[src/sv/ffsa_pkg.sv]
// Shared types and constants for the first-fit segment allocator.
// No dependencies.
`default_nettype none
package ffsa_pkg;
  localparam int unsigned DefMaxSegments = 16;
  localparam logic [16:0] DefTotalSize   = 17'd1024;
  localparam logic [16:0] RegionLimit    = 17'd65536;

  typedef enum logic [1:0] {
    ST_OK      = 2'd0,
    ST_NO_FIT  = 2'd1,
    ST_FULL    = 2'd2,
    ST_BAD_OFF = 2'd3
  } status_e;

  typedef enum logic [3:0] {
    S_IDLE,
    S_SCAN_RD,
    S_SCAN_CHK,
    S_SHIFT_RD,
    S_SHIFT_WR,
    S_SPLIT,
    S_FREE_NXT_RD,
    S_FREE_NXT,
    S_FREE_PRV_RD,
    S_FREE_PRV,
    S_REMOVE_RD,
    S_REMOVE_WR,
    S_DONE
  } state_e;

  // One table entry.
  typedef struct packed {
    logic [15:0] offset;
    logic [16:0] size;
    logic        alloc;
  } seg_t;
endpackage
`default_nettype wire

[src/sv/first_fit_segment_allocator_unit.sv]
// Top level of the first-fit segment allocator with coalescing.
// Depends on ffsa_pkg.
//
// Each item scans the table entry by entry, then moves entries up when a split inserts an entry
// or down when a merge removes one.
// Each state makes at most one access, a read or a write, to the segment table.
// Throughput: one item at a time; the next item is taken once the result beat is accepted.
// Reset: asynchronous, active low; the table holds one free segment of 1024 units.
// A total_size write re-initializes the table (count and entry 0 only).
`default_nettype none
module first_fit_segment_allocator_unit
  import ffsa_pkg::*;
#(
  parameter int unsigned MaxSegments = DefMaxSegments
) (
  input  wire logic        clk_i,
  input  wire logic        rst_ni,
  input  wire logic        cfg_valid_i,
  output      logic        cfg_ready_o,
  input  wire logic [16:0] cfg_data_i,
  input  wire logic        in_valid_i,
  output      logic        in_stall_o,
  input  wire logic        mode_i,
  input  wire logic [16:0] req_size_i,
  input  wire logic [15:0] free_offset_i,
  output      logic        out_valid_o,
  input  wire logic        out_stall_i,
  output      logic [1:0]  status_o,
  output      logic [15:0] seg_offset_o,
  output      logic [16:0] seg_size_o
);
  localparam int unsigned IdxW = $clog2(MaxSegments);
  localparam int unsigned CntW = $clog2(MaxSegments + 1);
  localparam logic [CntW-1:0] CntMax = CntW'(MaxSegments);

  // Segment table memory; entry 0 is held apart in a register so a re-init can write it directly.
  seg_t mem_q [MaxSegments];
  seg_t rd_q;
  seg_t ent0_q, ent0_d;
  logic e0_sel_q;

  state_e state_q, state_d;
  logic [CntW-1:0] cnt_q, cnt_d;
  logic [IdxW-1:0] idx_q, idx_d;   // found entry
  logic [IdxW-1:0] ptr_q, ptr_d;   // shift pointer
  logic            mode_q;
  logic [16:0]     req_q;
  logic [15:0]     off_q;
  seg_t            cur_q, cur_d;   // entry being modified
  logic            out_valid_q, out_valid_d;
  status_e         st_q, st_d;
  logic [15:0]     ooff_q, ooff_d;
  logic [16:0]     osz_q, osz_d;
  logic            mode_d;
  logic [16:0]     req_d;
  logic [15:0]     off_d;

  // Memory port controls
  logic            rd_en;
  logic [IdxW-1:0] rd_addr;
  logic            wr_en;
  logic [IdxW-1:0] wr_addr;
  seg_t            wr_data;
  seg_t            rdata;
  logic [16:0]     cfg_sat;

  assign rdata       = e0_sel_q ? ent0_q : rd_q;
  assign cfg_ready_o = (state_q == S_IDLE) && !out_valid_q;
  assign in_stall_o  = (state_q != S_IDLE) || out_valid_q;
  assign cfg_sat     = (cfg_data_i > RegionLimit) ? RegionLimit : cfg_data_i;

  // Memory with registered read
  always_ff @(posedge clk_i) begin
    if (wr_en && wr_addr != '0) begin
      mem_q[wr_addr] <= wr_data;
    end
    if (rd_en) begin
      rd_q <= mem_q[rd_addr];
    end
  end

  // Next state
  always_comb begin
    state_d = state_q;
    case (state_q)
      S_IDLE: if (in_valid_i && !in_stall_o) begin
        state_d = mode_i ? S_SCAN_RD : ((req_size_i == '0) ? S_DONE : S_SCAN_RD);
      end
      S_SCAN_RD:  state_d = S_SCAN_CHK;
      S_SCAN_CHK: begin
        if (!mode_q && !rdata.alloc && rdata.size >= req_q) begin
          if (rdata.size == req_q) state_d = S_DONE;
          else if (cnt_q >= CntMax) state_d = S_DONE;
          else state_d = (CntW'(idx_q) + 1'b1 == cnt_q) ? S_SPLIT : S_SHIFT_RD;
        end else if (mode_q && rdata.alloc && rdata.offset == off_q) begin
          state_d = (CntW'(idx_q) + 1'b1 < cnt_q) ? S_FREE_NXT_RD : S_FREE_PRV_RD;
        end else if (CntW'(idx_q) + 1'b1 >= cnt_q) begin
          state_d = S_DONE;
        end else begin
          state_d = S_SCAN_RD;
        end
      end
      S_SHIFT_RD: state_d = S_SHIFT_WR;
      S_SHIFT_WR: state_d = (ptr_q == idx_q + 1'b1) ? S_SPLIT : S_SHIFT_RD;
      S_SPLIT:    state_d = S_DONE;
      S_FREE_NXT_RD: state_d = S_FREE_NXT;
      S_FREE_NXT: state_d = (!rdata.alloc) ?
          ((CntW'(idx_q) + 2'd2 < cnt_q) ? S_REMOVE_RD : S_FREE_PRV_RD) : S_FREE_PRV_RD;
      S_REMOVE_RD: state_d = S_REMOVE_WR;
      S_REMOVE_WR: state_d = (CntW'(ptr_q) + 1'b1 >= cnt_q) ? S_FREE_PRV_RD : S_REMOVE_RD;
      S_FREE_PRV_RD: state_d = (idx_q == '0) ? S_DONE : S_FREE_PRV;
      S_FREE_PRV: state_d = (!rdata.alloc && CntW'(idx_q) + 1'b1 < cnt_q) ? S_REMOVE_RD
                                                                        : S_DONE;
      S_DONE:     state_d = S_IDLE;
      default:    state_d = S_IDLE;
    endcase
  end

  // Datapath and memory controls
  always_comb begin
    cnt_d = cnt_q; idx_d = idx_q; ptr_d = ptr_q; cur_d = cur_q;
    mode_d = mode_q; req_d = req_q; off_d = off_q;
    ent0_d = ent0_q;
    out_valid_d = out_valid_q && out_stall_i;
    st_d = st_q; ooff_d = ooff_q; osz_d = osz_q;
    rd_en = 1'b0; rd_addr = idx_q;
    wr_en = 1'b0; wr_addr = idx_q; wr_data = cur_q;
    case (state_q)
      S_IDLE: begin
        if (cfg_valid_i && cfg_ready_o) begin
          ent0_d = '{offset: '0, size: cfg_sat, alloc: 1'b0};
          cnt_d  = CntW'(1);
        end
        if (in_valid_i && !in_stall_o) begin
          mode_d = mode_i; req_d = req_size_i; off_d = free_offset_i;
          idx_d = '0; st_d = mode_i ? ST_BAD_OFF : ST_NO_FIT;
          ooff_d = '0; osz_d = '0;
        end
      end
      S_SCAN_RD: begin rd_en = 1'b1; rd_addr = idx_q; end
      S_SCAN_CHK: begin
        cur_d = rdata;
        if (!mode_q && !rdata.alloc && rdata.size >= req_q) begin
          if (rdata.size != req_q && cnt_q >= CntMax) begin
            st_d = ST_FULL;
          end else begin
            st_d = ST_OK; ooff_d = rdata.offset; osz_d = req_q;
            ptr_d = IdxW'(cnt_q);
            // Mark the front part allocated; a split writes the remainder later
            wr_en = 1'b1; wr_data = '{offset: rdata.offset, size: req_q, alloc: 1'b1};
          end
        end else if (mode_q && rdata.alloc && rdata.offset == off_q) begin
          st_d = ST_OK;
          cur_d.alloc = 1'b0;
          wr_en = 1'b1; wr_data = '{offset: rdata.offset, size: rdata.size, alloc: 1'b0};
          ooff_d = rdata.offset; osz_d = rdata.size;
        end else begin
          idx_d = idx_q + 1'b1;
        end
      end
      // Move entries up one place, from the top down
      S_SHIFT_RD: begin rd_en = 1'b1; rd_addr = ptr_q - 1'b1; end
      S_SHIFT_WR: begin
        wr_en = 1'b1; wr_addr = ptr_q; wr_data = rdata;
        ptr_d = ptr_q - 1'b1;
      end
      // Write the free remainder after the allocated front
      S_SPLIT: begin
        wr_en = 1'b1; wr_addr = idx_q + 1'b1;
        wr_data = '{offset: cur_q.offset + req_q[15:0], size: cur_q.size - req_q,
                    alloc: 1'b0};
        cnt_d = cnt_q + 1'b1;
      end
      S_FREE_NXT_RD: begin rd_en = 1'b1; rd_addr = idx_q + 1'b1; end
      S_FREE_NXT: begin
        if (!rdata.alloc) begin
          cur_d.size = cur_q.size + rdata.size;
          wr_en = 1'b1; wr_data = '{offset: cur_q.offset, size: cur_q.size + rdata.size,
                                    alloc: 1'b0};
          osz_d = cur_q.size + rdata.size;
          cnt_d = cnt_q - 1'b1;
          ptr_d = idx_q + 1'b1;  // remove this slot
        end
      end
      // Move entries down one place; cnt_q already reduced
      S_REMOVE_RD: begin rd_en = 1'b1; rd_addr = ptr_q + 1'b1; end
      S_REMOVE_WR: begin
        wr_en = 1'b1; wr_addr = ptr_q; wr_data = rdata;
        ptr_d = ptr_q + 1'b1;
      end
      S_FREE_PRV_RD: begin
        if (idx_q != '0) begin rd_en = 1'b1; rd_addr = idx_q - 1'b1; end
      end
      S_FREE_PRV: begin
        if (!rdata.alloc) begin
          wr_en = 1'b1; wr_addr = idx_q - 1'b1;
          wr_data = '{offset: rdata.offset, size: rdata.size + cur_q.size, alloc: 1'b0};
          ooff_d = rdata.offset; osz_d = rdata.size + cur_q.size;
          cnt_d = cnt_q - 1'b1;
          ptr_d = idx_q;
          idx_d = '0;  // no further previous merge
        end
      end
      S_DONE: out_valid_d = 1'b1;
      default: ;
    endcase
    if (wr_en && wr_addr == '0) ent0_d = wr_data;
  end

  always_ff @(posedge clk_i or negedge rst_ni) begin
    if (!rst_ni) begin
      state_q <= S_IDLE; cnt_q <= CntW'(1); out_valid_q <= 1'b0;
      ent0_q <= '{offset: '0, size: DefTotalSize, alloc: 1'b0};
      e0_sel_q <= 1'b0; st_q <= ST_OK;
    end else begin
      state_q <= state_d; cnt_q <= cnt_d; out_valid_q <= out_valid_d;
      ent0_q <= ent0_d; st_q <= st_d;
      if (rd_en) e0_sel_q <= (rd_addr == '0);
    end
  end

  always_ff @(posedge clk_i) begin
    idx_q <= idx_d; ptr_q <= ptr_d; cur_q <= cur_d;
    mode_q <= mode_d; req_q <= req_d; off_q <= off_d;
    ooff_q <= ooff_d; osz_q <= osz_d;
  end

  assign out_valid_o  = out_valid_q;
  assign status_o     = st_q;
  assign seg_offset_o = (st_q == ST_OK) ? ooff_q : '0;
  assign seg_size_o   = (st_q == ST_OK) ? osz_q : '0;

`ifndef SYNTH
  a_cnt_range: assert property (@(posedge clk_i) disable iff (!rst_ni)
    cnt_q != '0 && cnt_q <= CntMax) else $error("segment count out of range");
  a_no_accept_busy: assert property (@(posedge clk_i) disable iff (!rst_ni)
    (state_q != S_IDLE) |-> in_stall_o) else $error("accept while busy");
  a_done_valid: assert property (@(posedge clk_i) disable iff (!rst_ni)
    (state_q == S_DONE) |=> out_valid_q) else $error("result lost");
`endif
endmodule
`default_nettype wire
[config.mk]
export PLATFORM = sky130hd
export DESIGN_NAME = first_fit_segment_allocator_unit
export DESIGN_NICKNAME = d
export VERILOG_FILES = /design/src/sv/ffsa_pkg.sv /design/src/sv/first_fit_segment_allocator_unit.sv
export SDC_FILE = /design/constraint.sdc
export NUM_CORES = 1
export LEC_CHECK = 0
export BUFFER_PORTS_ARGS = -buffer_cell sky130_fd_sc_hd__buf_2
export CAP_MARGIN = 20
export CORE_MARGIN = 10
export CORE_UTILIZATION = 57
export CTS_CLUSTER_DIAMETER = 120
export DETAILED_ROUTE_END_ITERATION = 10
export PLACE_DENSITY_LB_ADDON = 0.25
export SYNTH_ARGS = -nofsm -noshare
export SYNTH_HDL_FRONTEND = slang
export SYNTH_SLANG_ARGS = --single-unit
[constraint.sdc]
create_clock -name clk_i -period 5.8 [get_ports clk_i]
set_clock_uncertainty 0.1 [all_clocks]
set_input_delay 0.58 -clock clk_i [delete_from_list [all_inputs] [get_ports clk_i]]
set_output_delay 0.58 -clock clk_i [all_outputs]
set_load 0.01 [all_outputs]
## After elaboration in Yosys (flattened, before gate mapping)

Memory sizes are Yosys's and may differ from the RTL's. A register that Yosys moved wholly into a read port is not among the register bits.
Index checks and enable logic that the tools add are counted.
Widths: inputs -> output; s select.

| storage, ports and cells | value |
|---|---|
| bits in registers | 156 |
| memory bits (writable) | 544 |
| input port bits | 56 |
| output and inout port bits | 38 |
| word-level logic and storage cells | 191 |
| memories | 1 |

Memories:

| name | depth | bits a word | rd ports | clocked after memory_dff | write ports | line | source |
|---|---|---|---|---|---|---|---|
| mem_q | 16 | 34 | 1 | 1 | 1 | first_fit_segment_allocator_unit.sv:37 | `seg_t mem_q [MaxSegments];` |

| operators by class | value |
|---|---|
| add/subtract/negate cells | 12 |
| $lt $le $gt $ge | 7 |
| eq/ne operators | 28 |
| muxes and demuxes | 78 |
| reduce and logical (&&, ||, !) cells | 47 |

Operators with widths:

| operator | count |
|---|---|
| $mux 34 | 8 |
| $pmux 34 s5 | 1 |
| $mux 17 | 7 |
| $mux 16 | 6 |
| $mux 4 | 19 |
| $pmux 17 s3 | 1 |
| $pmux 16 s3 | 1 |
| $pmux 4 s12 | 1 |
| $pmux 17 s2 | 1 |
| $pmux 4 s3 | 2 |
| $eq 4x4->1 const B | 5 |
| $pmux 4 s5 | 1 |
| $reduce_and 5->1 | 4 |
| $mux 18 | 1 |
| $add 17x17->17 | 1 |
| $eq 17x17->1 | 1 |
| $ge 17x17->1 | 1 |
| $gt 17x17->1 const B | 1 |
| $logic_not 17->1 | 1 |
| $ne 17x17->1 | 1 |
| $sub 17x17->17 | 1 |
| $add 16x16->16 | 1 |
| $eq 16x16->1 | 1 |
| $eq 4x3->1 const B | 4 |
| other kinds (39) | 101 |

## Depth between registers and ports, before layout

| depth | value |
|---|---|
| depth after elaboration | 9 |
| gate-level depth with buffers | 18 |
| gate-level depth less buffers | 13 |

## Worst setup path before layout

No wires, ideal clock.

| timing | value |
|---|---|
| path type | reg2reg |
| start point | register e0_sel_q |
| end point | memory mem_q[1][0] (netlist name), enable pin |
| setup time | 0.425 ns |
| arrival time | 4.978 ns |
| required time | 5.275 ns |
| path slack | 0.297 ns |
| cell stages (with the launch flop) | 17 |
| path buffers | 4 |
| clock period less this slack | 5.503 ns |
| cells stage by stage | dfrtp_1 buf_6 buf_6 buf_6 clkbuf_1 mux2i_1 inv_1 ha_1 nand4_1 o21ba_2 o211ai_1 a22oi_1 o22ai_4 nor2_1 nor2_1 nand4_1 nor2_1 |

| on the way | value |
|---|---|
| word-level cells in the longest chain between the ends | 9 |
| elaborated cells between the ends (all ways) | 21 |
| classes of those cells | order compare (1); eq/ne (2); mux (10); reduce/logical (8) |

Ends and longest elaborated chain:

| what | line | source |
|---|---|---|
| start: declaration | first_fit_segment_allocator_unit.sv:40 | `logic e0_sel_q;` |
| start signal: assignment | first_fit_segment_allocator_unit.sv:218 | `if (rd_en) e0_sel_q <= (rd_addr == '0);` |
| $mux 34 (*) | first_fit_segment_allocator_unit.sv:67 | `assign rdata = e0_sel_q ? ent0_q : rd_q;` |
| branches (longest 8 deep; another with $ge 17x17->1) | -- |  |
| end: declaration | first_fit_segment_allocator_unit.sv:37 |  |

Every way passes the cells marked *.

==> flow_summary.json <==
{
  "rsz0062_at_grt": "false",
  "ys_seq_elements": 734,
  "routedWlPerCell_microns": 26.9,
  "place.gp.congestion": 1.02,
  "finalSetupViolCount": 0,
  "critical_path.top_delay_family": "compound AO/OA/AOI/OAI gates",
  "gr-total-overflow": 0,
  "core_sq_mm": 0.0604,
  "synth_area_leader_cell": "edfxtp_1",
  "synth_cells": 2840,
  "drtIter0Drc": 3260,
  "max_cap_violations": 0,
  "synth.area.top_cells": "edfxtp_1, nand2_1, dfrtp_1",
  "grt_max_degree": 103,
  "clk-insertion-delay-late_ns": 0.63,
  "vias": 24700,
  "hold_class": "input port to flip-flop",
  "dieArea_sq_mm": 0.0712,
  "grt_pass1_wl_microns": 153000,
  "syn_to_final_growth_pct": 12.7,
  "syn_area_per_cell_sq_um": 12.2,
  "io_pins": 94,
  "first_pass_iters": 6,
  "fin_crit_ns": 5.54,
  "synth_common_cells": "edfxtp_1, nand2_1, and3_1, nor2_1, a21oi_1",
  "fin_tns_setup_ns": 0,
  "cp.required_ns": 5.95,
  "track_usage": 0.287,
  "synth_edf_count": 687,
  "fin_nets": 3146,
  "slew_headroom": 0.259,
  "report.final.slew_viol_count": 0,
  "async_flop_share": 0.0640,
  "cts_tree": "done",
  "cts-htree-levels": 3,
  "yosysMostFrequentCell": "edfxtp_1",
  "postRouteAntennaNets": 0,
  "clk_pin_slew_ns": 0.06,
  "die_height_microns": 267,
  "synth_flop_cell": "edfxtp_1",
  "crit_arrival_ns": 5.69,
  "clockRootBuffer": "clkbuf_16",
  "fin_crit_sh": 0.955,
  "cp-start-kind": "flip-flop",
  "antenna_found_initial": 2,
  "end_kind": "flip-flop",
  "worstMarginPinSlew_ns": 1.11,
  "dp_cells": 3697,
  "synth.distinct_cells": 91,
  "port_buffers": 93,
  "fmax_mhz": 180,
  "yosysTopAreaCellShare": 0.594,
  "hold_viol": 0,
  "path_buf_inv": 4,
  "yosysSeqAreaShare": 0.628,
  "cts_buffer_depth": 3,
  "drc": 0,
  "num_rows": 90,
  "path_cells": "buf_4 > mux2i_1 > inv_1 > ha_1 > nand4_1 > o21ba_2 > o211ai_1 > a22oi_1 > o22ai_4 > o22ai_1 > buf_4 > a222oi_1 > inv_1",
  "cp_max_fo": 16,
  "finalNonFillerCells": 3838,
  "dp_hpwl_microns": 67700,
  "yosysWarningCount": 0,
  "status": "finished clean",
  "drt_wl_total_microns": 103000,
  "cts.sinks": 734,
  "start_util": 0.575,
  "die_x_microns": 267,
  "viasPerCell": 6.42,
  "post_cts_buffers": 0,
  "drive_gt1_frac": 0.139,
  "synth.cell_area_sq_mm": 0.0347,
  "fillers": 4501,
  "first_global_vias": 24000,
  "cp_slowest_cell": "a222oi_1",
  "numCtsBuffers": 76,
  "critical_path.max_stage_delay_ns": 0.98,
  "worst-setup-path-type": "flip-flop to flip-flop"
}
## layout by cell type, fill, tap and decap left out, types with 81 or more instances in the layout
cell type / n
mux2i_1: 83
a21oi_1: 99
and3_1: 162
buf_4: 102
ha_1: 89
a31oi_1: 84
edfxtp_1: 687
buf_2: 93
nor2_1: 120
inv_1: 81
nand2_1: 525
## registers in the layout (all words and copies together), names as in the netlist, 2 cells and up
signal and count:
mem_q 544, cur_q 34, ent0_q 34, rd_q 34
osz_q 17, req_q 17, off_q 16, ooff_q 16
cnt_q 5, idx_q 4, ptr_q 4, state_q 4
status_o 2
## path summary, 6_finish.rpt
kind | depth (start not counted) | start | end | slack, ns
worst max-delay path | 13 | e0_sel_q$_DFFE_PN0P_ | mem_q[15][29]$_DFFE_PP_ | 0.26
worst min-delay path | 1 | free_offset_i[3] | off_q[3]$_DFFE_PP_ | 0.03
worst max register to register | 13 | e0_sel_q$_DFFE_PN0P_ | mem_q[15][29]$_DFFE_PP_ | 0.26
worst min register to register | 2 | ent0_q[19]$_DFFE_PN0P_ | ent0_q[19]$_DFFE_PN0P_ | 0.41
max in group asynchronous | 3 | rst_ni | e0_sel_q$_DFFE_PN0P_ | 4.52
min in group asynchronous | 3 | rst_ni | cnt_q[3]$_DFFE_PN0P_ | 0.49
## through the flow
step	worst slack, ns	hold slack, ns	cell area [sq um]	util
finish	0.258	0.0282	39100	0.648
global route	0.195	0.00748	39100	0.648
CTS	0.489	0.00185	39100	0.648
detailed placement	0.535	0.391	36600	0.607
global placement	0.756	0.377	36600	0.607
floorplan	0.297	0.184	34800	-
## cell families (layout without fill, tap and decap cells)
group	Yosys count	in the layout	synth area share
buf+inv	244	426	0.0299
xor+xnor	70	70	0.0177
simple gates	1013	1013	0.135
fa+ha+maj	93	93	0.0344
flops	734	734	0.628
other cells	1	35	0.000108
compound gates	546	546	0.111
mux	139	139	0.0431
## what timing repair did
action,CTS,global route
resized for setup,0,0
hold buffers,3,0
endpoints found under the hold margin,9,0
## metal layers
metal,share of wire,up-vias,track usage
li1,-,10900,-
met1,0.41,12200,0.393
met2,0.46,1328,0.444
met3,0.095,236,0.0555
met4,0.041,2,0.119
met5,0.00013,-,0
## final cells by class
type / instances / area [sq um] / share of cell area
diodes: 1 / 2.50 / 0.0000640
clock buffers: 92 / 2010 / 0.0515
clock inverters: 44 / 404 / 0.0103
inverters: 83 / 312 / 0.00797
multi-input cells: 1895 / 12200 / 0.311
flip-flops and latches: 734 / 21800 / 0.558
well taps: 782 / 978 / 0.0250
repair buffers: 207 / 1440 / 0.0367
Power is left out: the tool's default activity adds up to more than one toggle a clock period on the data nets, which glitch-free logic cannot reach.
